$ cat src/hdl/tcw_pkg.sv
// Shared constants, types and the microprogram of the text console writer.
// No dependencies; used by the interfaces, the sequencer and the top level.
package tcw_pkg;

	// Screen limits and tab spacing
	localparam int MAX_COLS  = 80;
	localparam int MAX_LINES = 25;
	localparam int TAB_STOP  = 8;

	// Field widths
	localparam int COL_W   = 7;
	localparam int ROW_W   = 5;
	localparam int CHAR_W  = 8;
	localparam int ATTR_W  = 8;
	localparam int ACT_W   = 2;
	localparam int CNT_W   = $clog2(TAB_STOP + 1);
	localparam int PADDR_W = 3;
	localparam int PDATA_W = 32;

	// Register map (index taken from the word address)
	localparam logic REG_COLS  = 1'b0;
	localparam logic REG_LINES = 1'b1;

	// Reset values and clamp limits
	localparam logic [COL_W-1:0]  COLS_RST  = 7'd80;
	localparam logic [ROW_W-1:0]  LINES_RST = 5'd24;
	localparam logic [COL_W-1:0]  MIN_COLS  = 7'd8;
	localparam logic [ROW_W-1:0]  MIN_LINES = 5'd1;
	localparam logic [ATTR_W-1:0] ATTR_RST  = 8'h0e;

	// Character codes
	localparam logic [CHAR_W-1:0] CH_NUL      = 8'h00;
	localparam logic [CHAR_W-1:0] CH_ESC_FG   = 8'h01;
	localparam logic [CHAR_W-1:0] CH_ESC_BG   = 8'h02;
	localparam logic [CHAR_W-1:0] CH_ATTR_RST = 8'h03;
	localparam logic [CHAR_W-1:0] CH_TAB      = 8'h09;
	localparam logic [CHAR_W-1:0] CH_NL       = 8'h0a;
	localparam logic [CHAR_W-1:0] FILL_CHAR   = 8'h20;
	localparam logic [CHAR_W-1:0] ARG_BIAS    = 8'h08;
	localparam logic [CHAR_W-1:0] ARG_MAX     = 8'h7f;
	localparam logic [ATTR_W-1:0] FILL_ATTR   = 8'h0e;

	typedef enum logic [ACT_W-1:0] {
		ACT_CELL   = 2'd0,
		ACT_SCROLL = 2'd1,
		ACT_REPORT = 2'd2
	} action_t;

	typedef enum logic [1:0] {
		ESC_NONE = 2'd0,
		ESC_FG   = 2'd1,
		ESC_BG   = 2'd2
	} esc_t;

	// Microprogram addresses
	typedef logic [3:0] upc_t;
	localparam upc_t P_WAIT = 4'd0;
	localparam upc_t P_DEC  = 4'd1;
	localparam upc_t P_RPT  = 4'd2;
	localparam upc_t P_MOVE = 4'd3;
	localparam upc_t P_NL   = 4'd4;
	localparam upc_t P_NLS  = 4'd5;
	localparam upc_t P_NLR  = 4'd6;
	localparam upc_t P_PUT  = 4'd7;
	localparam upc_t P_SCR  = 4'd8;

	typedef enum logic [2:0] {
		CUR_HOLD,
		CUR_SAT,
		CUR_MOVE,
		CUR_NEWLINE,
		CUR_ADVANCE
	} cur_op_t;

	typedef enum logic [1:0] {
		EM_NONE,
		EM_CELL,
		EM_SCROLL,
		EM_REPORT
	} emit_t;

	typedef enum logic [1:0] {
		LS_ONE,
		LS_PUT,
		LS_SCR
	} last_sel_t;

	typedef enum logic [2:0] {
		C_NEVER,
		C_INPUT,
		C_DISPATCH,
		C_BOTTOM,
		C_SCROLL,
		C_MORE,
		C_LEFT
	} cond_t;

	// One control word of the microprogram
	typedef struct packed {
		logic      take_in;
		logic      decode;
		cur_op_t   cur_op;
		emit_t     emit;
		last_sel_t last_sel;
		cond_t     cond_a;
		upc_t      addr_a;
		cond_t     cond_b;
		upc_t      addr_b;
		upc_t      addr_next;
	} ctl_word_t;

	// Datapath status seen by the sequencer
	typedef struct packed {
		logic in_valid;
		logic go;
		logic bottom;
		logic scroll;
		logic more;
		logic left;
		upc_t dispatch;
	} seq_stat_t;

	function automatic ctl_word_t uword(input logic take_in, input logic decode,
			input cur_op_t cur_op, input emit_t emit, input last_sel_t last_sel,
			input cond_t cond_a, input upc_t addr_a, input cond_t cond_b,
			input upc_t addr_b, input upc_t addr_next);
		ctl_word_t w;
		w.take_in   = take_in;
		w.decode    = decode;
		w.cur_op    = cur_op;
		w.emit      = emit;
		w.last_sel  = last_sel;
		w.cond_a    = cond_a;
		w.addr_a    = addr_a;
		w.cond_b    = cond_b;
		w.addr_b    = addr_b;
		w.addr_next = addr_next;
		return w;
	endfunction

	// Control store: cond_a wins over cond_b, else fall to addr_next
	function automatic ctl_word_t ucode_rom(input upc_t a);
		ctl_word_t w;
		case (a)
			P_WAIT: w = uword(1'b1, 1'b0, CUR_HOLD, EM_NONE, LS_ONE,
					C_INPUT, P_DEC, C_NEVER, P_WAIT, P_WAIT);
			P_DEC:  w = uword(1'b0, 1'b1, CUR_SAT, EM_NONE, LS_ONE,
					C_DISPATCH, P_WAIT, C_NEVER, P_WAIT, P_WAIT);
			P_RPT:  w = uword(1'b0, 1'b0, CUR_HOLD, EM_REPORT, LS_ONE,
					C_NEVER, P_WAIT, C_NEVER, P_WAIT, P_WAIT);
			P_MOVE: w = uword(1'b0, 1'b0, CUR_MOVE, EM_REPORT, LS_ONE,
					C_NEVER, P_WAIT, C_NEVER, P_WAIT, P_WAIT);
			P_NL:   w = uword(1'b0, 1'b0, CUR_HOLD, EM_NONE, LS_ONE,
					C_BOTTOM, P_NLS, C_NEVER, P_WAIT, P_NLR);
			P_NLS:  w = uword(1'b0, 1'b0, CUR_NEWLINE, EM_SCROLL, LS_ONE,
					C_NEVER, P_WAIT, C_NEVER, P_WAIT, P_WAIT);
			P_NLR:  w = uword(1'b0, 1'b0, CUR_NEWLINE, EM_REPORT, LS_ONE,
					C_NEVER, P_WAIT, C_NEVER, P_WAIT, P_WAIT);
			P_PUT:  w = uword(1'b0, 1'b0, CUR_ADVANCE, EM_CELL, LS_PUT,
					C_SCROLL, P_SCR, C_MORE, P_PUT, P_WAIT);
			P_SCR:  w = uword(1'b0, 1'b0, CUR_HOLD, EM_SCROLL, LS_SCR,
					C_LEFT, P_PUT, C_NEVER, P_WAIT, P_WAIT);
			default: w = uword(1'b0, 1'b0, CUR_HOLD, EM_NONE, LS_ONE,
					C_NEVER, P_WAIT, C_NEVER, P_WAIT, P_WAIT);
		endcase
		return w;
	endfunction

endpackage

$ cat src/hdl/tcw_if.sv
// Valid/ready channel interfaces for request and result items.
// Depends on tcw_pkg for field widths.
interface tcw_cmd_if;
	logic                        valid;
	logic                        ready;
	logic                        req_type;
	logic [tcw_pkg::CHAR_W-1:0]  char_code;
	logic [tcw_pkg::ATTR_W-1:0]  base_attr;
	logic                        string_start;
	logic [tcw_pkg::COL_W-1:0]   target_col;
	logic [tcw_pkg::ROW_W-1:0]   target_row;

	modport source (output valid, req_type, char_code, base_attr, string_start,
		target_col, target_row, input ready);
	modport sink (input valid, req_type, char_code, base_attr, string_start,
		target_col, target_row, output ready);
endinterface

interface tcw_rsp_if;
	logic                        valid;
	logic                        ready;
	logic [tcw_pkg::ACT_W-1:0]   action;
	logic [tcw_pkg::ROW_W-1:0]   cell_row;
	logic [tcw_pkg::COL_W-1:0]   cell_col;
	logic [tcw_pkg::CHAR_W-1:0]  cell_char;
	logic [tcw_pkg::ATTR_W-1:0]  cell_attr;
	logic [tcw_pkg::COL_W-1:0]   cursor_col;
	logic [tcw_pkg::ROW_W-1:0]   cursor_row;
	logic                        last;

	modport source (output valid, action, cell_row, cell_col, cell_char, cell_attr,
		cursor_col, cursor_row, last, input ready);
	modport sink (input valid, action, cell_row, cell_col, cell_char, cell_attr,
		cursor_col, cursor_row, last, output ready);
endinterface

$ cat src/hdl/tcw_seq.sv
// Microprogram sequencer: step counter, control store read, jump resolution.
// Depends on tcw_pkg (control word, status struct, control store).
module tcw_seq (
	input  logic                  clk,
	input  logic                  arst_n,
	input  tcw_pkg::seq_stat_t    stat,
	output tcw_pkg::ctl_word_t    ctl,
	output tcw_pkg::upc_t         step
);

	tcw_pkg::upc_t upc_q;
	tcw_pkg::upc_t upc_d;

	function automatic logic cond_hit(input tcw_pkg::cond_t c, input tcw_pkg::seq_stat_t s);
		logic hit;
		case (c)
			tcw_pkg::C_INPUT:    hit = s.in_valid;
			tcw_pkg::C_DISPATCH: hit = 1'b1;
			tcw_pkg::C_BOTTOM:   hit = s.bottom;
			tcw_pkg::C_SCROLL:   hit = s.scroll;
			tcw_pkg::C_MORE:     hit = s.more;
			tcw_pkg::C_LEFT:     hit = s.left;
			default:             hit = 1'b0;
		endcase
		return hit;
	endfunction

	assign ctl  = tcw_pkg::ucode_rom(upc_q);
	assign step = upc_q;

	// Next address: first jump, second jump, then fall-through
	always_comb begin
		if (cond_hit(ctl.cond_a, stat)) begin
			upc_d = (ctl.cond_a == tcw_pkg::C_DISPATCH) ? stat.dispatch : ctl.addr_a;
		end else if (cond_hit(ctl.cond_b, stat)) begin
			upc_d = ctl.addr_b;
		end else begin
			upc_d = ctl.addr_next;
		end
	end

	// Step counter holds while the current step is stalled on the output
	always_ff @(posedge clk or negedge arst_n) begin
		if (!arst_n) begin
			upc_q <= tcw_pkg::P_WAIT;
		end else if (stat.go) begin
			upc_q <= upc_d;
		end
	end

endmodule

$ cat src/hdl/text_console_writer_core.sv
// Top level of the text console writer: datapath, config registers, output register.
// Depends on tcw_pkg, tcw_if (tcw_cmd_if, tcw_rsp_if) and tcw_seq.
//
//  port   dir  kind              carries
//  cmd    in   valid/ready       one character or cursor move request per item
//  rsp    out  valid/ready       cell write, scroll or cursor report per item
//  apb    in   APB write/read    columns_used at 0x0, lines_used at 0x4
//
// A printable character runs the steps wait, decode and write, plus scroll if
// it scrolls; newline runs wait, decode, a bottom test and scroll or report;
// a nul, escape or move runs wait, decode and report or move; a tab runs wait
// and decode, then one write step per space plus one scroll step per scroll.
// A step that emits holds while the output register is full and not taken.
// Reset is immediate: no clearing pass.
module text_console_writer_core (
	input  logic                          clk,
	input  logic                          arst_n,
	tcw_cmd_if.sink                       cmd,
	tcw_rsp_if.source                     rsp,
	input  logic                          psel,
	input  logic                          penable,
	input  logic                          pwrite,
	input  logic [tcw_pkg::PADDR_W-1:0]   paddr,
	input  logic [tcw_pkg::PDATA_W-1:0]   pwdata,
	output logic [tcw_pkg::PDATA_W-1:0]   prdata,
	output logic                          pready
);

	tcw_pkg::ctl_word_t ctl;
	tcw_pkg::seq_stat_t stat;
	tcw_pkg::upc_t      step;

	// Configuration registers
	logic [tcw_pkg::COL_W-1:0]  cols_q;
	logic [tcw_pkg::ROW_W-1:0]  lines_q;
	logic [tcw_pkg::COL_W-1:0]  cols_eff, cols_m1;
	logic [tcw_pkg::ROW_W-1:0]  lines_eff, lines_m1;

	// Held request
	logic                        req_move_q;
	logic [tcw_pkg::CHAR_W-1:0]  char_q;
	logic [tcw_pkg::ATTR_W-1:0]  base_q;
	logic                        start_q;
	logic [tcw_pkg::COL_W-1:0]   tcol_q;
	logic [tcw_pkg::ROW_W-1:0]   trow_q;

	// Console state
	logic [tcw_pkg::COL_W-1:0]   x_q, x_d, sx, tx_sat;
	logic [tcw_pkg::ROW_W-1:0]   y_q, y_d, sy, ty_sat;
	logic [tcw_pkg::ATTR_W-1:0]  attr_q;
	tcw_pkg::esc_t               esc_q;
	logic [tcw_pkg::CNT_W-1:0]   cnt_q;
	logic [tcw_pkg::CHAR_W-1:0]  put_ch_q;

	// Decode results
	logic [tcw_pkg::ATTR_W-1:0]  attr0, dec_attr;
	tcw_pkg::esc_t               esc0, dec_esc;
	logic [tcw_pkg::CHAR_W-1:0]  c_eff, dec_ch, arg;
	logic [tcw_pkg::CNT_W-1:0]   dec_cnt;
	tcw_pkg::upc_t               dispatch;

	logic [tcw_pkg::COL_W:0]     x_nx;
	logic                        wrap, bottom, scroll;
	logic                        cmd_acc, go, emit_en, cfg_wr;

	// Output register
	logic                        rsp_valid_q;
	logic [tcw_pkg::ACT_W-1:0]   act_q, act_d;
	logic [tcw_pkg::ROW_W-1:0]   crow_q, crow_d;
	logic [tcw_pkg::COL_W-1:0]   ccol_q, ccol_d;
	logic [tcw_pkg::CHAR_W-1:0]  cch_q, cch_d;
	logic [tcw_pkg::ATTR_W-1:0]  cattr_q, cattr_d;
	logic [tcw_pkg::COL_W-1:0]   kcol_q;
	logic [tcw_pkg::ROW_W-1:0]   krow_q;
	logic                        last_q, last_d;

	tcw_seq u_seq (
		.clk    (clk),
		.arst_n (arst_n),
		.stat   (stat),
		.ctl    (ctl),
		.step   (step)
	);

	// Effective limits, clamped
	always_comb begin
		if (cols_q < tcw_pkg::MIN_COLS) begin
			cols_eff = tcw_pkg::MIN_COLS;
		end else if (cols_q > tcw_pkg::COL_W'(tcw_pkg::MAX_COLS)) begin
			cols_eff = tcw_pkg::COL_W'(tcw_pkg::MAX_COLS);
		end else begin
			cols_eff = cols_q;
		end
		if (lines_q < tcw_pkg::MIN_LINES) begin
			lines_eff = tcw_pkg::MIN_LINES;
		end else if (lines_q > tcw_pkg::ROW_W'(tcw_pkg::MAX_LINES)) begin
			lines_eff = tcw_pkg::ROW_W'(tcw_pkg::MAX_LINES);
		end else begin
			lines_eff = lines_q;
		end
	end

	assign cols_m1  = cols_eff - tcw_pkg::COL_W'(1);
	assign lines_m1 = lines_eff - tcw_pkg::ROW_W'(1);
	assign sx       = (x_q >= cols_eff) ? cols_m1 : x_q;
	assign sy       = (y_q >= lines_eff) ? lines_m1 : y_q;
	assign tx_sat   = (tcol_q >= cols_eff) ? cols_m1 : tcol_q;
	assign ty_sat   = (trow_q >= lines_eff) ? lines_m1 : trow_q;

	// Handshake and stall
	assign cmd.ready = ctl.take_in;
	assign cmd_acc   = cmd.valid && ctl.take_in;
	assign go        = !((ctl.emit != tcw_pkg::EM_NONE) && rsp_valid_q && !rsp.ready);
	assign emit_en   = go && (ctl.emit != tcw_pkg::EM_NONE);

	// Character decode: string start, escape argument, byte class
	always_comb begin
		attr0    = start_q ? base_q : attr_q;
		esc0     = start_q ? tcw_pkg::ESC_NONE : esc_q;
		dec_attr = attr0;
		dec_esc  = esc0;
		c_eff    = char_q;
		arg      = char_q - tcw_pkg::ARG_BIAS;
		if (esc0 != tcw_pkg::ESC_NONE) begin
			dec_esc = tcw_pkg::ESC_NONE;
			if (char_q inside {[tcw_pkg::ARG_BIAS:tcw_pkg::ARG_MAX]}) begin
				if (esc0 == tcw_pkg::ESC_FG) begin
					dec_attr = {attr0[7:4], arg[3:0]};
				end else begin
					dec_attr = {arg[3:0], attr0[3:0]};
				end
				c_eff = tcw_pkg::CH_NUL;
			end
		end
		dispatch = tcw_pkg::P_PUT;
		dec_ch   = c_eff;
		dec_cnt  = tcw_pkg::CNT_W'(1);
		case (c_eff)
			tcw_pkg::CH_NUL: begin
				dispatch = tcw_pkg::P_RPT;
			end
			tcw_pkg::CH_NL: begin
				dispatch = tcw_pkg::P_NL;
			end
			tcw_pkg::CH_TAB: begin
				dec_ch  = tcw_pkg::FILL_CHAR;
				dec_cnt = tcw_pkg::CNT_W'(tcw_pkg::TAB_STOP)
					- tcw_pkg::CNT_W'(sx % tcw_pkg::TAB_STOP);
			end
			tcw_pkg::CH_ESC_FG: begin
				dec_esc  = tcw_pkg::ESC_FG;
				dispatch = tcw_pkg::P_RPT;
			end
			tcw_pkg::CH_ESC_BG: begin
				dec_esc  = tcw_pkg::ESC_BG;
				dispatch = tcw_pkg::P_RPT;
			end
			tcw_pkg::CH_ATTR_RST: begin
				dec_attr = base_q;
				dispatch = tcw_pkg::P_RPT;
			end
			default: ;
		endcase
		if (req_move_q) begin
			dispatch = tcw_pkg::P_MOVE;
		end
	end

	// Cursor arithmetic
	assign x_nx   = {1'b0, x_q} + (tcw_pkg::COL_W+1)'(1);
	assign wrap   = x_nx >= {1'b0, cols_eff};
	assign bottom = y_q >= lines_m1;
	assign scroll = wrap && bottom;

	always_comb begin
		x_d = x_q;
		y_d = y_q;
		case (ctl.cur_op)
			tcw_pkg::CUR_SAT: begin
				if (!req_move_q) begin
					x_d = sx;
					y_d = sy;
				end
			end
			tcw_pkg::CUR_MOVE: begin
				x_d = tx_sat;
				y_d = ty_sat;
			end
			tcw_pkg::CUR_NEWLINE: begin
				x_d = '0;
				y_d = bottom ? lines_m1 : y_q + tcw_pkg::ROW_W'(1);
			end
			tcw_pkg::CUR_ADVANCE: begin
				if (wrap) begin
					x_d = '0;
					y_d = bottom ? lines_m1 : y_q + tcw_pkg::ROW_W'(1);
				end else begin
					x_d = x_nx[tcw_pkg::COL_W-1:0];
				end
			end
			default: ;
		endcase
	end

	// Status to the sequencer
	assign stat.in_valid = cmd.valid;
	assign stat.go       = go;
	assign stat.bottom   = bottom;
	assign stat.scroll   = scroll;
	assign stat.more     = cnt_q > tcw_pkg::CNT_W'(1);
	assign stat.left     = cnt_q != '0;
	assign stat.dispatch = dispatch;

	// Console state and config registers
	assign cfg_wr = psel && penable && pwrite && pready;

	always_ff @(posedge clk or negedge arst_n) begin
		if (!arst_n) begin
			x_q     <= '0;
			y_q     <= '0;
			attr_q  <= tcw_pkg::ATTR_RST;
			esc_q   <= tcw_pkg::ESC_NONE;
			cnt_q   <= tcw_pkg::CNT_W'(1);
			cols_q  <= tcw_pkg::COLS_RST;
			lines_q <= tcw_pkg::LINES_RST;
		end else begin
			if (go) begin
				x_q <= x_d;
				y_q <= y_d;
				if (ctl.decode && !req_move_q) begin
					attr_q <= dec_attr;
					esc_q  <= dec_esc;
					cnt_q  <= dec_cnt;
				end
				if (ctl.cur_op == tcw_pkg::CUR_ADVANCE) begin
					cnt_q <= cnt_q - tcw_pkg::CNT_W'(1);
				end
			end
			if (cfg_wr) begin
				case (paddr[2])
					tcw_pkg::REG_COLS:  cols_q  <= pwdata[tcw_pkg::COL_W-1:0];
					tcw_pkg::REG_LINES: lines_q <= pwdata[tcw_pkg::ROW_W-1:0];
					default: ;
				endcase
			end
		end
	end

	// Register read
	always_comb begin
		case (paddr[2])
			tcw_pkg::REG_COLS:  prdata = tcw_pkg::PDATA_W'(cols_q);
			tcw_pkg::REG_LINES: prdata = tcw_pkg::PDATA_W'(lines_q);
			default:            prdata = '0;
		endcase
	end
	assign pready = 1'b1;

	// Request hold and character to write
	always_ff @(posedge clk) begin
		if (cmd_acc) begin
			req_move_q <= cmd.req_type;
			char_q     <= cmd.char_code;
			base_q     <= cmd.base_attr;
			start_q    <= cmd.string_start;
			tcol_q     <= cmd.target_col;
			trow_q     <= cmd.target_row;
		end
		if (go && ctl.decode) begin
			put_ch_q <= dec_ch;
		end
	end

	// Result payload
	always_comb begin
		act_d   = tcw_pkg::ACT_REPORT;
		crow_d  = '0;
		ccol_d  = '0;
		cch_d   = '0;
		cattr_d = '0;
		case (ctl.emit)
			tcw_pkg::EM_CELL: begin
				act_d   = tcw_pkg::ACT_CELL;
				crow_d  = y_q;
				ccol_d  = x_q;
				cch_d   = put_ch_q;
				cattr_d = attr_q;
			end
			tcw_pkg::EM_SCROLL: begin
				act_d   = tcw_pkg::ACT_SCROLL;
				crow_d  = lines_m1;
				cch_d   = tcw_pkg::FILL_CHAR;
				cattr_d = tcw_pkg::FILL_ATTR;
			end
			default: ;
		endcase
		case (ctl.last_sel)
			tcw_pkg::LS_PUT: last_d = !scroll && (cnt_q == tcw_pkg::CNT_W'(1));
			tcw_pkg::LS_SCR: last_d = (cnt_q == '0);
			default:         last_d = 1'b1;
		endcase
	end

	always_ff @(posedge clk or negedge arst_n) begin
		if (!arst_n) begin
			rsp_valid_q <= 1'b0;
		end else if (emit_en) begin
			rsp_valid_q <= 1'b1;
		end else if (rsp.ready) begin
			rsp_valid_q <= 1'b0;
		end
	end

	always_ff @(posedge clk) begin
		if (emit_en) begin
			act_q   <= act_d;
			crow_q  <= crow_d;
			ccol_q  <= ccol_d;
			cch_q   <= cch_d;
			cattr_q <= cattr_d;
			kcol_q  <= x_d;
			krow_q  <= y_d;
			last_q  <= last_d;
		end
	end

	assign rsp.valid      = rsp_valid_q;
	assign rsp.action     = act_q;
	assign rsp.cell_row   = crow_q;
	assign rsp.cell_col   = ccol_q;
	assign rsp.cell_char  = cch_q;
	assign rsp.cell_attr  = cattr_q;
	assign rsp.cursor_col = kcol_q;
	assign rsp.cursor_row = krow_q;
	assign rsp.last       = last_q;

	// Checks
	a_accept_decodes: assert property (@(posedge clk) disable iff (!arst_n)
		(cmd.valid && cmd.ready) |=> (step == tcw_pkg::P_DEC))
		else $error("accepted item not followed by decode step");

	a_put_count: assert property (@(posedge clk) disable iff (!arst_n)
		(step == tcw_pkg::P_PUT) |-> (cnt_q != '0))
		else $error("cell write step with no cells left");

	a_cursor_bounds: assert property (@(posedge clk) disable iff (!arst_n)
		(x_q < tcw_pkg::COL_W'(tcw_pkg::MAX_COLS)) && (y_q < tcw_pkg::ROW_W'(tcw_pkg::MAX_LINES)))
		else $error("cursor outside the screen");

endmodule
$ cat src/flat_wrapper.sv
// flat-port wrapper written by rule: the top's interface ports become plain ports
module text_console_writer_core_flat 
  (clk, arst_n, psel, penable, pwrite, paddr, pwdata, prdata, pready, cmd_valid, cmd_req_type, cmd_char_code, cmd_base_attr, cmd_string_start, cmd_target_col, cmd_target_row, cmd_ready, rsp_valid, rsp_action, rsp_cell_row, rsp_cell_col, rsp_cell_char, rsp_cell_attr, rsp_cursor_col, rsp_cursor_row, rsp_last, rsp_ready);
  tcw_cmd_if cmd_i ();
  tcw_rsp_if rsp_i ();
  input  logic clk;
  input  logic arst_n;
  input  logic psel;
  input  logic penable;
  input  logic pwrite;
  input  logic [tcw_pkg::PADDR_W-1:0] paddr;
  input  logic [tcw_pkg::PDATA_W-1:0] pwdata;
  output logic [tcw_pkg::PDATA_W-1:0] prdata;
  output logic pready;
  input wire logic [$bits(cmd_i.valid)-1:0] cmd_valid;
  input wire logic [$bits(cmd_i.req_type)-1:0] cmd_req_type;
  input wire logic [$bits(cmd_i.char_code)-1:0] cmd_char_code;
  input wire logic [$bits(cmd_i.base_attr)-1:0] cmd_base_attr;
  input wire logic [$bits(cmd_i.string_start)-1:0] cmd_string_start;
  input wire logic [$bits(cmd_i.target_col)-1:0] cmd_target_col;
  input wire logic [$bits(cmd_i.target_row)-1:0] cmd_target_row;
  output wire logic [$bits(cmd_i.ready)-1:0] cmd_ready;
  output wire logic [$bits(rsp_i.valid)-1:0] rsp_valid;
  output wire logic [$bits(rsp_i.action)-1:0] rsp_action;
  output wire logic [$bits(rsp_i.cell_row)-1:0] rsp_cell_row;
  output wire logic [$bits(rsp_i.cell_col)-1:0] rsp_cell_col;
  output wire logic [$bits(rsp_i.cell_char)-1:0] rsp_cell_char;
  output wire logic [$bits(rsp_i.cell_attr)-1:0] rsp_cell_attr;
  output wire logic [$bits(rsp_i.cursor_col)-1:0] rsp_cursor_col;
  output wire logic [$bits(rsp_i.cursor_row)-1:0] rsp_cursor_row;
  output wire logic [$bits(rsp_i.last)-1:0] rsp_last;
  input wire logic [$bits(rsp_i.ready)-1:0] rsp_ready;
  assign cmd_i.valid = cmd_valid;
  assign cmd_i.req_type = cmd_req_type;
  assign cmd_i.char_code = cmd_char_code;
  assign cmd_i.base_attr = cmd_base_attr;
  assign cmd_i.string_start = cmd_string_start;
  assign cmd_i.target_col = cmd_target_col;
  assign cmd_i.target_row = cmd_target_row;
  assign cmd_ready = cmd_i.ready;
  assign rsp_valid = rsp_i.valid;
  assign rsp_action = rsp_i.action;
  assign rsp_cell_row = rsp_i.cell_row;
  assign rsp_cell_col = rsp_i.cell_col;
  assign rsp_cell_char = rsp_i.cell_char;
  assign rsp_cell_attr = rsp_i.cell_attr;
  assign rsp_cursor_col = rsp_i.cursor_col;
  assign rsp_cursor_row = rsp_i.cursor_row;
  assign rsp_last = rsp_i.last;
  assign rsp_i.ready = rsp_ready;
  text_console_writer_core u_core (.clk(clk), .arst_n(arst_n), .cmd(cmd_i), .rsp(rsp_i), .psel(psel), .penable(penable), .pwrite(pwrite), .paddr(paddr), .pwdata(pwdata), .prdata(prdata), .pready(pready));
endmodule
$ cat config.mk
export PLATFORM = sky130hd
export DESIGN_NAME = text_console_writer_core_flat
export DESIGN_NICKNAME = d
export VERILOG_FILES = /design/src/hdl/tcw_pkg.sv /design/src/hdl/tcw_if.sv /design/src/hdl/tcw_seq.sv /design/src/hdl/text_console_writer_core.sv /design/src/flat_wrapper.sv
export SDC_FILE = /design/constraint.sdc
export NUM_CORES = 1
export LEC_CHECK = 0
export ABC_AREA = 1
export ABC_CLOCK_PERIOD_IN_PS = 4100
export BUFFER_PORTS_ARGS = -buffer_cell sky130_fd_sc_hd__buf_4
export CORE_MARGIN = 2
export CORE_UTILIZATION = 51
export DETAILED_ROUTE_END_ITERATION = 8
export PLACE_DENSITY = 0.75
export SLEW_MARGIN = 20
export SYNTH_ARGS = -nofsm -noshare
export SYNTH_HDL_FRONTEND = slang
export SYNTH_SLANG_ARGS = --single-unit
$ cat constraint.sdc
create_clock -name clk -period 4.1 [get_ports clk]
set_input_delay 0.82 -clock clk [delete_from_list [all_inputs] [get_ports clk]]
set_output_delay 0.82 -clock clk [all_outputs]
set_load 0.005 [all_outputs]
# --- Word level (Yosys, flattened, before mapping) ---
# Memory sizes are Yosys's and may differ from the RTL's.
# Index checks and enable logic that the tools add are counted.
op_classes:
  muxes: 44
  n_lt_le_gt_ge: 13
  n_reduce_logical: 27
  n_bitwise: 2
  add_sub_neg: 7
  eq_ne: 27
op_table:
  columns: ["operator", "count"]
  rows:
  - ["32-bit one-hot mux with 2 select lines", 1]
  - ["8-bit two-way mux", 7]
  - ["7-bit two-way mux", 6]
  - ["5-bit two-way mux", 7]
  - ["8-bit one-hot mux with 2 select lines", 2]
  - ["7-bit one-hot mux with 4 select lines", 1]
  - ["4-bit two-way mux", 6]
  - ["3-bit equality test, second input constant", 7]
  - ["5-bit one-hot mux with 4 select lines", 1]
  - ["3-bit by 2-bit equality test with 1-bit output, second input constant", 6]
  - ["8-bit by 2-bit equality test with 1-bit output, second input constant", 2]
  - ["8-bit by 4-bit equality test with 1-bit output, second input constant", 2]
  - ["5-bit >= comparator", 3]
  - ["7-bit >= comparator", 2]
  - ["1-bit one-hot mux with 6 select lines", 2]
  - ["1-bit logical AND", 11]
  - ["5-bit one-hot mux with 2 select lines", 1]
  - ["3-bit by 1-bit equality test with 1-bit output, second input constant", 3]
  - ["7-bit by 1-bit adder with 8-bit output, second input constant", 1]
  - ["8-bit by 1-bit equality test with 1-bit output, second input constant", 1]
  - ["8-bit by 4-bit >= comparator with 1-bit output, second input constant", 1]
  - ["8-bit by 7-bit >= comparator with 1-bit output", 1]
  - ["8-bit by 7-bit less-or-equal comparator with 1-bit output, second input constant", 1]
  - ["8-bit logical NOT", 1]
  - ["27 further kinds", 44]
word_totals:
  out_inout_bits: 78
  ff_bits: 124
  mem_bits_ro: 368
  memories: 1
  inputBits: 72
memory_table:
  columns: ["name", "words", "word_bits", "read_ports", "rd_ports_with_merged_regs", "wr", "line_no", "text"]
  rows:
  - ["(no name shown)", 16, 23, 1, 0, 0, "tcw_pkg.sv:144", "case (a)"]

# --- Longest topological paths before layout ---
# Gate-level depths: netlist of run 1.
logic_depth:
  ltp_word: 10
  depth_mapped: 22
  depth_no_buf: 21

# --- Modules after synthesis ---
# Synthesis of run 1 repeated with hierarchy kept, for this count alone.
hier_totals:
  cells_unflattened: 1013
  area_unflattened_um2: 8111.5
by_module_without_submodules:
  columns: ["module", "cells_per_inst", "area_per_inst_um2", "n_inst", "seq_area_each_um2"]
  rows:
  - ["text_console_writer_core", 907, 7474.7, 1, 3418.3]
  - ["tcw_seq", 106, 636.9, 1, 100.1]

# --- Worst setup path after synthesis of run 1 ---
# OpenSTA, ideal clock, no wires.
synth_timing:
  kind: "reg2reg"
  from: "register u_core.u_seq.upc_q[1] (netlist: u_core.u_seq.step[1])"
  to: "register u_core.act_q (netlist bit u_core.rsp.action[0]), enable pin"
  arrival_ns: 3.486
  t_required_ns: 3.656
  path_stages_with_launch: 12
  synth_period_minus_slack_ns: 3.930
  path_slack_ns: 0.170
  path_cell_list: "dfrtp_1 > inv_1 > ha_1 > nor2_2 > nor2_4 > inv_1 > o21ai_0 > inv_1 > ha_1 > nor2_2 > clkbuf_1 > nor2_1"
synth_via:
  elab_chain_cells: 6
synth_rtl:
  columns: ["element", "line_no", "text"]
  rows:
  - ["start, declared", "tcw_seq.sv:11", "tcw_pkg::upc_t upc_q;"]
  - ["start signal, assigned", "tcw_seq.sv:45", "upc_q <= tcw_pkg::P_WAIT;"]
  - ["start signal, assigned", "tcw_seq.sv:47", "upc_q <= upc_d;"]
  - ["memory 16 x 23 bit *", null, null]
  - ["2-bit nonzero test *", "text_console_writer_core.sv:113, text_console_writer_core.sv:114", null]
  - ["1-bit logical AND (2 in a row)", "text_console_writer_core.sv:113", "assign go = !((ctl.emit != tcw_pkg::EM_NONE) && rsp_valid_q && !rsp.ready);"]
  - ["1-bit logical NOT", "text_console_writer_core.sv:113", null]
  - ["1-bit logical AND *", "text_console_writer_core.sv:114", "assign emit_en = go && (ctl.emit != tcw_pkg::EM_NONE);"]
  - ["named net u_core.emit_en", "text_console_writer_core.sv:64", "logic cmd_acc, go, emit_en, cfg_wr;"]
  - ["end signal, assigned", "text_console_writer_core.sv:316", "act_q <= act_d;"]
  - ["end, declared", "text_console_writer_core.sv:68", "logic [tcw_pkg::ACT_W-1:0] act_q, act_d;"]
# The timed path passes the listed nets; every way through them passes the cells marked *.
# A chain may end at the register's enable or synchronous reset.

# --- Worst setup path after layout of run 1 ---
layout_timing:
  from: "register u_core.lines_q[3] (netlist name)"
  to: "register u_core.krow_q (netlist bit u_core.rsp.cursor_row[2]), data pin"
layout_via:
  elab_chain_cells: 8
  elab_cells_between_ends: 14
  classes_between: "add/sub (1); order compare (5); mux (8)"
layout_rtl:
  columns: ["element", "line_no", "text"]
  rows:
  - ["start, declared", "text_console_writer_core.sv:35", "logic [tcw_pkg::ROW_W-1:0] lines_q;"]
  - ["start signal, assigned", "text_console_writer_core.sv:225", "lines_q <= tcw_pkg::LINES_RST;"]
  - ["start signal, assigned", "text_console_writer_core.sv:242", "tcw_pkg::REG_LINES: lines_q <= pwdata[tcw_pkg::ROW_W-1:0];"]
  - ["5-bit greater-than comparator", "text_console_writer_core.sv:96", "end else if (lines_q > tcw_pkg::ROW_W'(tcw_pkg::MAX_LINES)) begin"]
  - ["5-bit two-way mux", "text_console_writer_core.sv:96", null]
  - ["5-bit two-way mux *", "text_console_writer_core.sv:94", "if (lines_q < tcw_pkg::MIN_LINES) begin"]
  - ["5-bit by 1-bit subtractor with 5-bit output", "text_console_writer_core.sv:104", "assign lines_m1 = lines_eff - tcw_pkg::ROW_W'(1);"]
  - ["5-bit >= comparator", "text_console_writer_core.sv:172", "assign bottom = y_q >= lines_m1;"]
  - ["5-bit two-way mux", "text_console_writer_core.sv:191, text_console_writer_core.sv:196", null]
  - ["5-bit two-way mux", "text_console_writer_core.sv:194", "if (wrap) begin"]
  - ["5-bit one-hot mux with 4 select lines *", "text_console_writer_core.sv:178", "case (ctl.cur_op)"]
  - ["named net u_core.y_d, one bit", "text_console_writer_core.sv:49", "logic [tcw_pkg::ROW_W-1:0] y_q, y_d, sy, ty_sat;"]
  - ["end signal, assigned", "text_console_writer_core.sv:322", "krow_q <= y_d;"]
  - ["end, declared", "text_console_writer_core.sv:74", "logic [tcw_pkg::ROW_W-1:0] krow_q;"]
# Marks and branches as above.

==> results of run 1 <==
-- layout make-up --
class                      instances  area share
clock inverter                     8     0.00724
tap                              188      0.0252
clock buffer                      24      0.0517
timing repair buffer             105      0.0867
sequential                       124       0.377
inverter                         126      0.0523
multi-input combinational        674       0.400
-- worst reg2reg max path: cells and delay by family, from the launching register on --
kind	cells	cell delay [ps]
XOR/XNOR	1	170
buffers and inverters	3	290
adder cells (fa/ha/maj)	2	520
AND/OR/NAND/NOR	13	1710
flip-flops	1	560
-- sequential cells by signal (all words and copies together), names as in the netlist, 8 cells and up --
name                  count
u_core.put_ch_q           8
u_core.rsp.cell_char      8
u_core.char_q             8
u_core.rsp.cell_attr      8
u_core.attr_q             8
u_core.base_q             8
-- metal layers --
metal  wire, um  part of all wire
met1       9090              0.49
met2       8000              0.43
met3       1310             0.070
met4        182            0.0098
met5          0                 0
-- path summary, 6_finish.rpt --
| kind | end | slack (ps) | depth (start not counted) |
|---|---|---|---|
| hold / removal | u_core.attr_q[4]$_DFFE_PN0P_ | 420 | 1 |
| hold reg to reg | u_core.rsp.valid$_DFFE_PN0P_ | 500 | 2 |
| setup reg to reg | u_core.rsp.cursor_row[2]$_DFFE_PP_ | 600 | 19 |
| max in group asynchronous | u_core.x_q[2]$_DFFE_PN0N_ | 3230 | 1 |
| min in group clk | u_core.rsp.valid$_DFFE_PN0P_ | 500 | 2 |
| setup / recovery | u_core.rsp.cursor_row[2]$_DFFE_PP_ | 600 | 19 |
-- logic make-up (layout without fill, tap and decap cells) --
logic type	after synthesis	count (layout)	synth area share
other cells	2	26	0.000944
fa+ha+maj	50	50	0.0786
simple gates	448	448	0.262
xor+xnor	13	13	0.0143
compound gates	137	137	0.100
buf+inv	173	263	0.102
flops	124	124	0.442
-- cell usage in the layout (no fill, tap or decap), types with 9 or more instances in the layout --
| cell | n |
|---|---|
| edfxtp_1 | 81 |
| nor2_1 | 76 |
| o211ai_1 | 15 |
| a21oi_1 | 37 |
| ha_1 | 50 |
| buf_4 | 104 |
| nand2_1 | 215 |
| nand4_1 | 31 |
| dfrtp_1 | 35 |
| nand3_1 | 75 |
| o21ai_0 | 55 |
| xor2_1 | 11 |
| inv_1 | 112 |
| inv_2 | 9 |
| conb_1 | 26 |
| clkbuf_16 | 17 |
-- power breakdown --
group / leakage, uW / switching (uW) / internal (uW)
clock network: 0.000265 / 517 / 873
logic: 0.00282 / 2190 / 1360
registers: 0.00129 / 328 / 1980
total: 0.00438 / 3040 / 4210
-- through the flow --
stage	cells	setup WS [ps]	utilization	power (uW)
after floorplan	971	170	-	4710
after global placement	1216	663	0.576	5700
after detailed placement	1216	626	0.576	5800
after CTS	1248	608	0.612	7210
after global routing	1249	206	0.613	7830
final	1249	599	0.613	7250
==> run summary, run 1 <==
Status = finished clean
Largest delay contributor family on the critical path = simple AND/OR/NAND/NOR gates
CTS Buf Count = 17
CP Capture Type = register
Grt ovf = 0
WL/cell = 14.9 um
Minimum clock period after layout = 3500 ps
Post-route ant nets = 0
GRT Total Usage = 0.232
Core area = 0.0152 mm2
GRT busiest layer = met1
Clock sinks = 124
DRC errors left = 0
Worst path max stage delay = 560 ps
Initial antenna violation count = 0
Post-CTS Setup Bufs = 0
Slew Viols, Final = 0
Synth unique cells = 51
Max Freq = 286 MHz
RSZ-0062 raised after global routing = false
Die footprint = 0.0166 mm2
RD Place Congestion = 0.914
IO Count = 150
Post-DP HPWL = 13800 um
Vias/cell = 5.31
Crit Path Max Fanout = 10
Worst hold slack = 421 ps
Post-CTS sizing = 0
Grt met3 use = 0.0428
First-pass GRT wire length = 29900 um
Pin count of the biggest net entering global routing = 44
Endpoints failing hold = 0
Final TNS setup = 0 ps
Slew @ Worst Pin = 642 ps
Fillcell total = 1352
Post-synth top area share = 0.306
Register area = 0.00352 mm2
Die Wd = 129 um
Critical Path AT = 3670 ps
Static leakage = 0.00438 uW
Final Cell Area = 0.00933 mm2
Starting density of the core = 0.524
Slew headroom = 0.572
Biggest area consumer among synthesized cells = edfxtp_1
DR vias = 6638
IO Port Bufs = 96
R2r startpoint = u_core.lines_q[3]$_DFFE_PN1P_
CP startpoint kind = register
Met1 GRT Util = 0.356
Multi-input logic area = 0.00373 mm2
Clk buf depth = 2
Max_cap viols = 0
Leading register cell type out of synthesis = edfxtp_1
CTS tree = yes
Vias in the first global route = 5975
Most frequent cell after synthesis = nand2_1
Slowest CP cell = dfstp_2
Clk pin slew, worst setup/hold paths = 50 ps
Worst Hold Class = in2async
Ant. Diodes = 0
Area contributors post-synth = edfxtp_1 (31%), dfrtp_1 (11%), nand2_1 (10%), ha_1 (7.9%), inv_1 (5.3%)
Max IR drop VDD = 0.411 mV
Die height = 129 um
Dpl cell area = 0.00875 mm2
Crit path buf inv count = 3
Clk_lat worst skew = 410 ps
Setup clock skew after layout = 5.21 ps
Power per cell area = 777 mW/mm2
Post-synth ARST share = 0.347
Crit path from = u_core.lines_q[3]$_DFFE_PN1P_
Synth Instances = 947
WL final = 18600 um
Drt pass-1 iters = 6
Data required, critical path = 4270 ps
Post-synth EDFFs = 81
Final worst-path cycle share = 0.854
Layout area overhead = 17.2%
Mapped Area = 0.00796 mm2
Nets = 1170
DR iter-0 viols = 598
Root Buffer = clkbuf_16
H-tree depth = 4
Critical-path cell list = inv_1 > nand3_1 > nand2_1 > or2_1 > inv_1 > ha_1 > nand3_1 > xor2_1 > ha_1 > nand2_1 > inv_1 > nand4_1 > nand3_2 > nand2_1 > nand3_1 > nand2_1 > nor2_1 > nand3_1 > and2_1
Met2 Track Usage GR = 0.334
Share of cells above drive strength 1 = 0.181
Final setup viols = 0
Hold buffers post-CTS = 0
Synth warn = 0
Crit Path Class = reg2reg
Site row count = 45
Syn Area/Cell = 8.40 um2
Post-synthesis sequential area ratio = 0.442
Post-synthesis register bit count = 124
Top post-synthesis cells by count = nand2_1 (215), inv_1 (112), edfxtp_1 (81)
(Power assumes the default switching activity.)
==> inputs of run 2 (changes only) <==
--- a/config.mk
+++ b/config.mk
@@ -15,4 +15,5 @@
 export SLEW_MARGIN = 20
 export SYNTH_ARGS = -nofsm -noshare
 export SYNTH_HDL_FRONTEND = slang
+export SYNTH_HIERARCHICAL = 1
 export SYNTH_SLANG_ARGS = --single-unit
==> run summary, run 2 <==
Total chip power = 6760 uW (-6.8%)
Die footprint = 0.0168 mm2 (+0.85%)
Post-CTS sizing = 0 (unchanged)
CP startpoint kind = register
RD Place Congestion = 0.941 (+3.0%)
CTS Buf Count = 17 (unchanged)
Status = finished clean
Starting density of the core = 0.524 (+0.000726)
IO Port Bufs = 96 (unchanged)
Fillcell total = 1363 (+0.81%)
Nets = 1227 (+4.9%)
Final worst-path cycle share = 0.803 (-0.0508)
Clk pin slew, worst setup/hold paths = 50 ps (about the same)
DRC errors left = 0 (unchanged)
WL met1 = 8440 um (-7.1%)
Syn Area/Cell = 8.02 um2 (-4.6%)
GRT Total Usage = 0.228 (-0.00411)
Critical Path AT = 3650 ps (-20 ps)
Final setup viols = 0 (unchanged)
Clk_lat worst skew = 420 ps (about the same)
R2R Setup Slk = 810 ps (+210 ps)
R2r startpoint = u_core/lines_q[4]$_DFFE_PN1P_
Post-route ant nets = 0 (unchanged)
Worst Hold Class = in2async
DR iter-0 viols = 595 (-0.50%)
Minimum clock period after layout = 3290 ps (-208 ps)
Vias in the first global route = 6194 (+3.7%)
Metal2 WL = 8480 um (+6.0%)
Clock sinks = 124 (unchanged)
Share of cells above drive strength 1 = 0.173 (-0.00802)
H-tree depth = 4 (unchanged)
Pint = 4080 uW (-3.0%)
Slew @ Worst Pin = 670 ps (+27.6 ps)
Synth warn = 6 (+6)
Crit Path Class = reg2reg
Most frequent cells in the layout = nand2_1 (301), inv_1 (145), buf_4 (102), edfxtp_1 (81), nand3_1 (67)
IO Count = 150 (unchanged)
Slew Viols, Final = 0 (unchanged)
Synth Instances = 1001 (+5.7%)
Layout area overhead = 18.2%
Core area = 0.0153 mm2 (+0.74%)
WL final = 18400 um (-0.89%)
Clk buf depth = 2 (unchanged)
Site row count = 45 (unchanged)
Top Metal Used = met4
Hold buffers post-CTS = 0 (unchanged)
Drt pass-1 iters = 5 (-1)
Post-CTS Setup Bufs = 0 (unchanged)
First-pass GRT wire length = 29600 um (-1.2%)
WL/cell = 13.9 um (-6.7%)
Reg2Reg Depth = 29 (+10)
Met3 wire length = 1210 um (-7.8%)
Final setup margin = 807 ps (+208 ps)
Post-DP HPWL = 13500 um (-2.1%)
Static leakage = 0.00478 uW (+9.1%)
Worst path most repeated cell = nand2_1
Sequential cell fraction of total power = 0.339 (+0.021)
Worst hold slack = 425 ps (+4.41 ps)
Data required, critical path = 4460 ps (+190 ps)
Crit Path Max Fanout = 7 (-3)
Max_cap viols = 0 (unchanged)
Power per cell area = 712 mW/mm2 (-8.4%)
Slowest CP cell = dfstp_2
Switching Fraction = 0.396 (-0.0237)
CP Capture Type = register
DR vias = 6786 (+2.2%)
CTS tree = yes
Endpoints failing hold = 0 (unchanged)
Most common cell after layout, fill and taps aside = nand2_1
Vias/cell = 5.11 (-3.8%)
Die Wd = 129 um (+0.43%)
Pin count of the biggest net entering global routing = 44 (unchanged)
Slew headroom = 0.553 (-0.0184)
Worst path max stage delay = 570 ps (about the same)
Pre-CTS setup slack = 921 ps (+295 ps)
Root Buffer = clkbuf_16
Net switching power = 2670 uW (-12%)
Crit Reg-Reg Endpoint = u_core/u_seq/step[1]$_DFFE_PN0P_
Setup clock skew after layout = 6.16 ps (+0.951 ps)
Mapped Area = 0.00803 mm2 (+0.88%)
Max Freq = 304 MHz (+6.3%)
Combinational Power Share = 0.425 (-0.065)
Final TNS setup = 0 ps (unchanged)
Die height = 129 um (+0.43%)
Initial antenna violation count = 0 (unchanged)
Clock power frac = 0.236 (+0.044)
Max IR drop VDD = 0.376 mV (-8.5%)
RSZ-0062 raised after global routing = false
Grt ovf = 0 (unchanged)
Ant. Diodes = 0 (unchanged)
## run 2: cell types whose count changed in the layout (fill, tap and decap cells not counted), moves of 4 or more
cell      delta
inv_1       +33
nor2_1      -15
nand2_1     +86
and2_1       -4
inv_2        +4
a21oi_1      -9
o21ai_1      -5
o211ai_1     -8
nand3_1      -8
nand4_1      -4
o21ai_0     -11
## run 2: how the worst max path moves through the flow
| stage | from | to | slack [ps] | depth (start not counted) |
|---|---|---|---|---|
| after floorplan | u_core/u_seq/step[0]$_DFFE_PN0P_ | u_core/rsp.action[0]$_DFFE_PP_ | 350 | 9 |
| final | u_core/lines_q[4]$_DFFE_PN1P_ | u_core/u_seq/step[1]$_DFFE_PN0P_ | 810 | 29 |
| after global routing | u_core/lines_q[3]$_DFFE_PN1P_ | u_core/u_seq/step[1]$_DFFE_PN0P_ | 350 | 29 |
| after detailed placement | u_core/lines_q[4]$_DFFE_PN1P_ | u_core/u_seq/step[2]$_DFFE_PN0P_ | 920 | 28 |
| after global placement | u_core/lines_q[4]$_DFFE_PN1P_ | u_core/u_seq/step[2]$_DFFE_PN0P_ | 970 | 29 |
| after CTS | u_core/lines_q[4]$_DFFE_PN1P_ | u_core/u_seq/step[1]$_DFFE_PN0P_ | 880 | 28 |
## run 2: routing by layer
layer  global-route usage  vias to the layer above
met3               0.0413                       26
met5                    0                        -
li1                     -                     3407
met2                0.360                      225
met4               0.0860                        0
met1                0.315                     3128
## run 2: metrics by stage
stage,utilization,cells,instance area (um2)
after floorplan,-,1026,8120
after global placement,0.579,1295,8870
after detailed placement,0.579,1295,8870
after CTS,0.620,1327,9490
after global routing,0.620,1327,9490
final,0.620,1327,9490
## run 2: area by class of cell
type,count,area [um2],share of cell area
well taps,211,264,0.0278
repair buffers,102,766,0.0807
inverters,161,609,0.0642
clock buffers,19,433,0.0456
multi-input cells,697,3710,0.391
clock inverters,13,190,0.0200
flip-flops and latches,124,3520,0.371
## run 2: power groups by stage
stage	clock network (uW)	registers [uW]	logic (uW)
floorplan	0	2230	1950
global placement	0	2300	2750
detailed placement	0	2310	2820
CTS	1620	2300	2840
global route	1680	2360	3270
finish	1590	2290	2870
## run 2: worst max-delay path, delay by kind of cell (launching register included)
kind / cells / cell delay, ps
buffers and inverters: 7 / 470
flip-flops: 1 / 570
AND/OR/NAND/NOR: 20 / 1790
AO/OA/AOI/OAI: 1 / 110
adder cells (fa/ha/maj): 1 / 290
==> inputs of run 3 (changes only) <==
--- a/config.mk
+++ b/config.mk
@@ -6,12 +6,12 @@
 export NUM_CORES = 1
 export LEC_CHECK = 0
 export ABC_AREA = 1
-export ABC_CLOCK_PERIOD_IN_PS = 4100
+export ABC_CLOCK_PERIOD_IN_PS = 3300
 export BUFFER_PORTS_ARGS = -buffer_cell sky130_fd_sc_hd__buf_4
 export CORE_MARGIN = 2
-export CORE_UTILIZATION = 51
+export CORE_UTILIZATION = 55
 export DETAILED_ROUTE_END_ITERATION = 8
-export PLACE_DENSITY = 0.75
+export PLACE_DENSITY = 0.77
 export SLEW_MARGIN = 20
 export SYNTH_ARGS = -nofsm -noshare
 export SYNTH_HDL_FRONTEND = slang
==> constraint.sdc (replaced) <==
create_clock -name clk -period 3.3 [get_ports clk]
set_input_delay 0.66 -clock clk [delete_from_list [all_inputs] [get_ports clk]]
set_output_delay 0.66 -clock clk [all_outputs]
set_load 0.005 [all_outputs]
==> run summary, run 3 (same netlist as run 2, synthesis figures left out) <==
CP Capture Type = register
Slew Viols, Final = 0 (unchanged)
R2R Setup Slk = 340 ps (-470 ps)
Drt pass-1 iters = 5 (unchanged)
Crit Path Max Fanout = 7 (unchanged)
GRT Total Usage = 0.237 (+0.00902)
Die Wd = 125 um (-3.6%)
Slew @ Worst Pin = 615 ps (-54.9 ps)
Final worst-path cycle share = 0.897 (+0.0936)
IO Count = 150 (unchanged)
Met2 Track Usage GR = 0.374 (+0.0147)
IO Port Bufs = 96 (unchanged)
Die footprint = 0.0156 mm2 (-7.1%)
Crit Path Class = reg2reg
Max_cap viols = 0 (unchanged)
Layout area overhead = 18.4%
Clk buf depth = 2 (unchanged)
WL/cell = 13.9 um (+0.22%)
Clk_lat worst skew = 420 ps (about the same)
Max Freq = 338 MHz (+11%)
Pin count of the biggest net entering global routing = 44 (unchanged)
Most common cell after layout, fill and taps aside = nand2_1
Ant. Diodes = 0 (unchanged)
Clock sinks = 124 (unchanged)
First-pass GRT wire length = 29600 um (about the same)
Share of cells above drive strength 1 = 0.188 (+0.0150)
Final setup viols = 0 (unchanged)
Slew headroom = 0.590 (+0.0366)
Worst path max stage delay = 560 ps (about the same)
CTS Buf Count = 17 (unchanged)
Multi-input logic area = 0.00374 mm2 (+0.71%)
DRC errors left = 0 (unchanged)
Critical Path AT = 3270 ps (-380 ps)
Post-route ant nets = 0 (unchanged)
Slowest CP cell = dfstp_2
Grt ovf = 0 (unchanged)
Vias in the first global route = 6030 (-2.6%)
Max IR drop VDD = 0.440 mV (+17%)
Static leakage = 0.00480 uW (+0.59%)
Vias/cell = 5.14 (+0.55%)
Root Buffer = clkbuf_16
Initial antenna violation count = 0 (unchanged)
Worst hold slack = 251 ps (-174 ps)
Worst path most repeated cell = nand2_1
Nets = 1239 (+0.98%)
Met1 GRT Util = 0.339 (+0.0239)
Status = finished clean
Grt met3 use = 0.0318 (-0.00950)
Die height = 125 um (-3.6%)
Most frequent cells in the layout = nand2_1 (300), inv_1 (143), buf_4 (114), edfxtp_1 (81), nand3_1 (66)
CP startpoint kind = register
Register area = 0.00352 mm2 (unchanged)
Data required, critical path = 3610 ps (-850 ps)
Clk pin slew, worst setup/hold paths = 60 ps (about the same)
Total chip power = 8190 uW (+21%)
DR vias = 6746 (-0.59%)
Power per cell area = 862 mW/mm2 (+21%)
H-tree depth = 4 (unchanged)
WL final = 18200 um (-0.91%)
Site row count = 44 (-2.2%)
Starting density of the core = 0.557 (+0.0324)
Fillcell total = 1257 (-7.8%)
GRT busiest layer = met2
Final TNS setup = 0 ps (unchanged)
Minimum clock period after layout = 2960 ps (-334 ps)
DR iter-0 viols = 492 (-17%)
CTS tree = yes
RD Place Congestion = 0.903 (-4.1%)
Setup clock skew after layout = 6.38 ps (+0.216 ps)
Worst Hold Class = in2async
Core area = 0.0144 mm2 (-5.8%)
Post-DP HPWL = 13500 um (+0.15%)
Endpoints failing hold = 0 (unchanged)
run 3: cell types whose count changed in the layout (fill, tap and decap cells not counted), moves of 2 or more:
| cell | delta |
|---|---|
| inv_2 | +2 |
| a21oi_1 | -3 |
| buf_4 | +12 |
| bufinv_16 | -3 |
| a21oi_2 | +3 |
| clkinv_4 | +3 |
| inv_1 | -2 |
| inv_6 | -2 |
run 3: path summary, 6_finish.rpt:
kind,depth (start not counted),start,to
setup / recovery,29,u_core/lines_q[3]$_DFFE_PN1P_,u_core/u_seq/step[1]$_DFFE_PN0P_
min in group clk,1,cmd_base_attr[3],u_core/base_q[3]$_DFFE_PP_
hold reg to reg,2,u_core/attr_q[2]$_DFFE_PN1P_,u_core/attr_q[2]$_DFFE_PN1P_
hold / removal,1,arst_n,u_core/cols_q[2]$_DFFE_PN0P_
max in group asynchronous,1,arst_n,u_core/y_q[3]$_DFFE_PN0N_
setup reg to reg,29,u_core/lines_q[3]$_DFFE_PN1P_,u_core/u_seq/step[1]$_DFFE_PN0P_
run 3: what timing repair did:
action | 4_1_cts | 5_1_grt
buffers inserted | 0 | 3
hold buffers | 0 | 0
gates resized for setup | 0 | 8
setup endpoints to repair | 0 | 4
run 3: power breakdown:
part,total (uW),leakage [uW],switching (uW),internal (uW)
Sequential,2810,0.00129,391,2420
Clock,1730,0.000267,695,1040
Combinational,3650,0.00325,2210,1440
Total,8190,0.00480,3290,4900
run 3: final cells by class:
type | count | area share
Sequential cell | 124 | 0.370
Clock buffer | 19 | 0.0455
Timing Repair Buffer | 114 | 0.0900
Clock inverter | 13 | 0.0128
Tap cell | 184 | 0.0242
Multi-Input combinational cell | 697 | 0.393
Inverter | 161 | 0.0641
run 3: critical path, delay by kind of cell (launching register included):
kind | cells | cell delay (ps)
AO/OA/AOI/OAI | 1 | 50
adder cells (fa/ha/maj) | 1 | 290
AND/OR/NAND/NOR | 20 | 1500
buffers and inverters | 7 | 440
flip-flops | 1 | 560
run 3: routing by layer:
metal	part of all wire	vias up
met4	0.013	0
met2	0.46	227
met3	0.058	18
met5	0	-
met1	0.47	3075
li1	-	3426
run 3: per-stage QoR:
stage,utilization,std cells,instance area [um2],worst slack (ps)
6_report,0.659,1312,9510,340
4_1_cts,0.656,1309,9460,313
3_5_place_dp,0.617,1277,8900,335
5_1_grt,0.659,1312,9510,-6.02
2_1_floorplan,-,1026,8130,247
3_3_place_gp,0.617,1277,8900,345
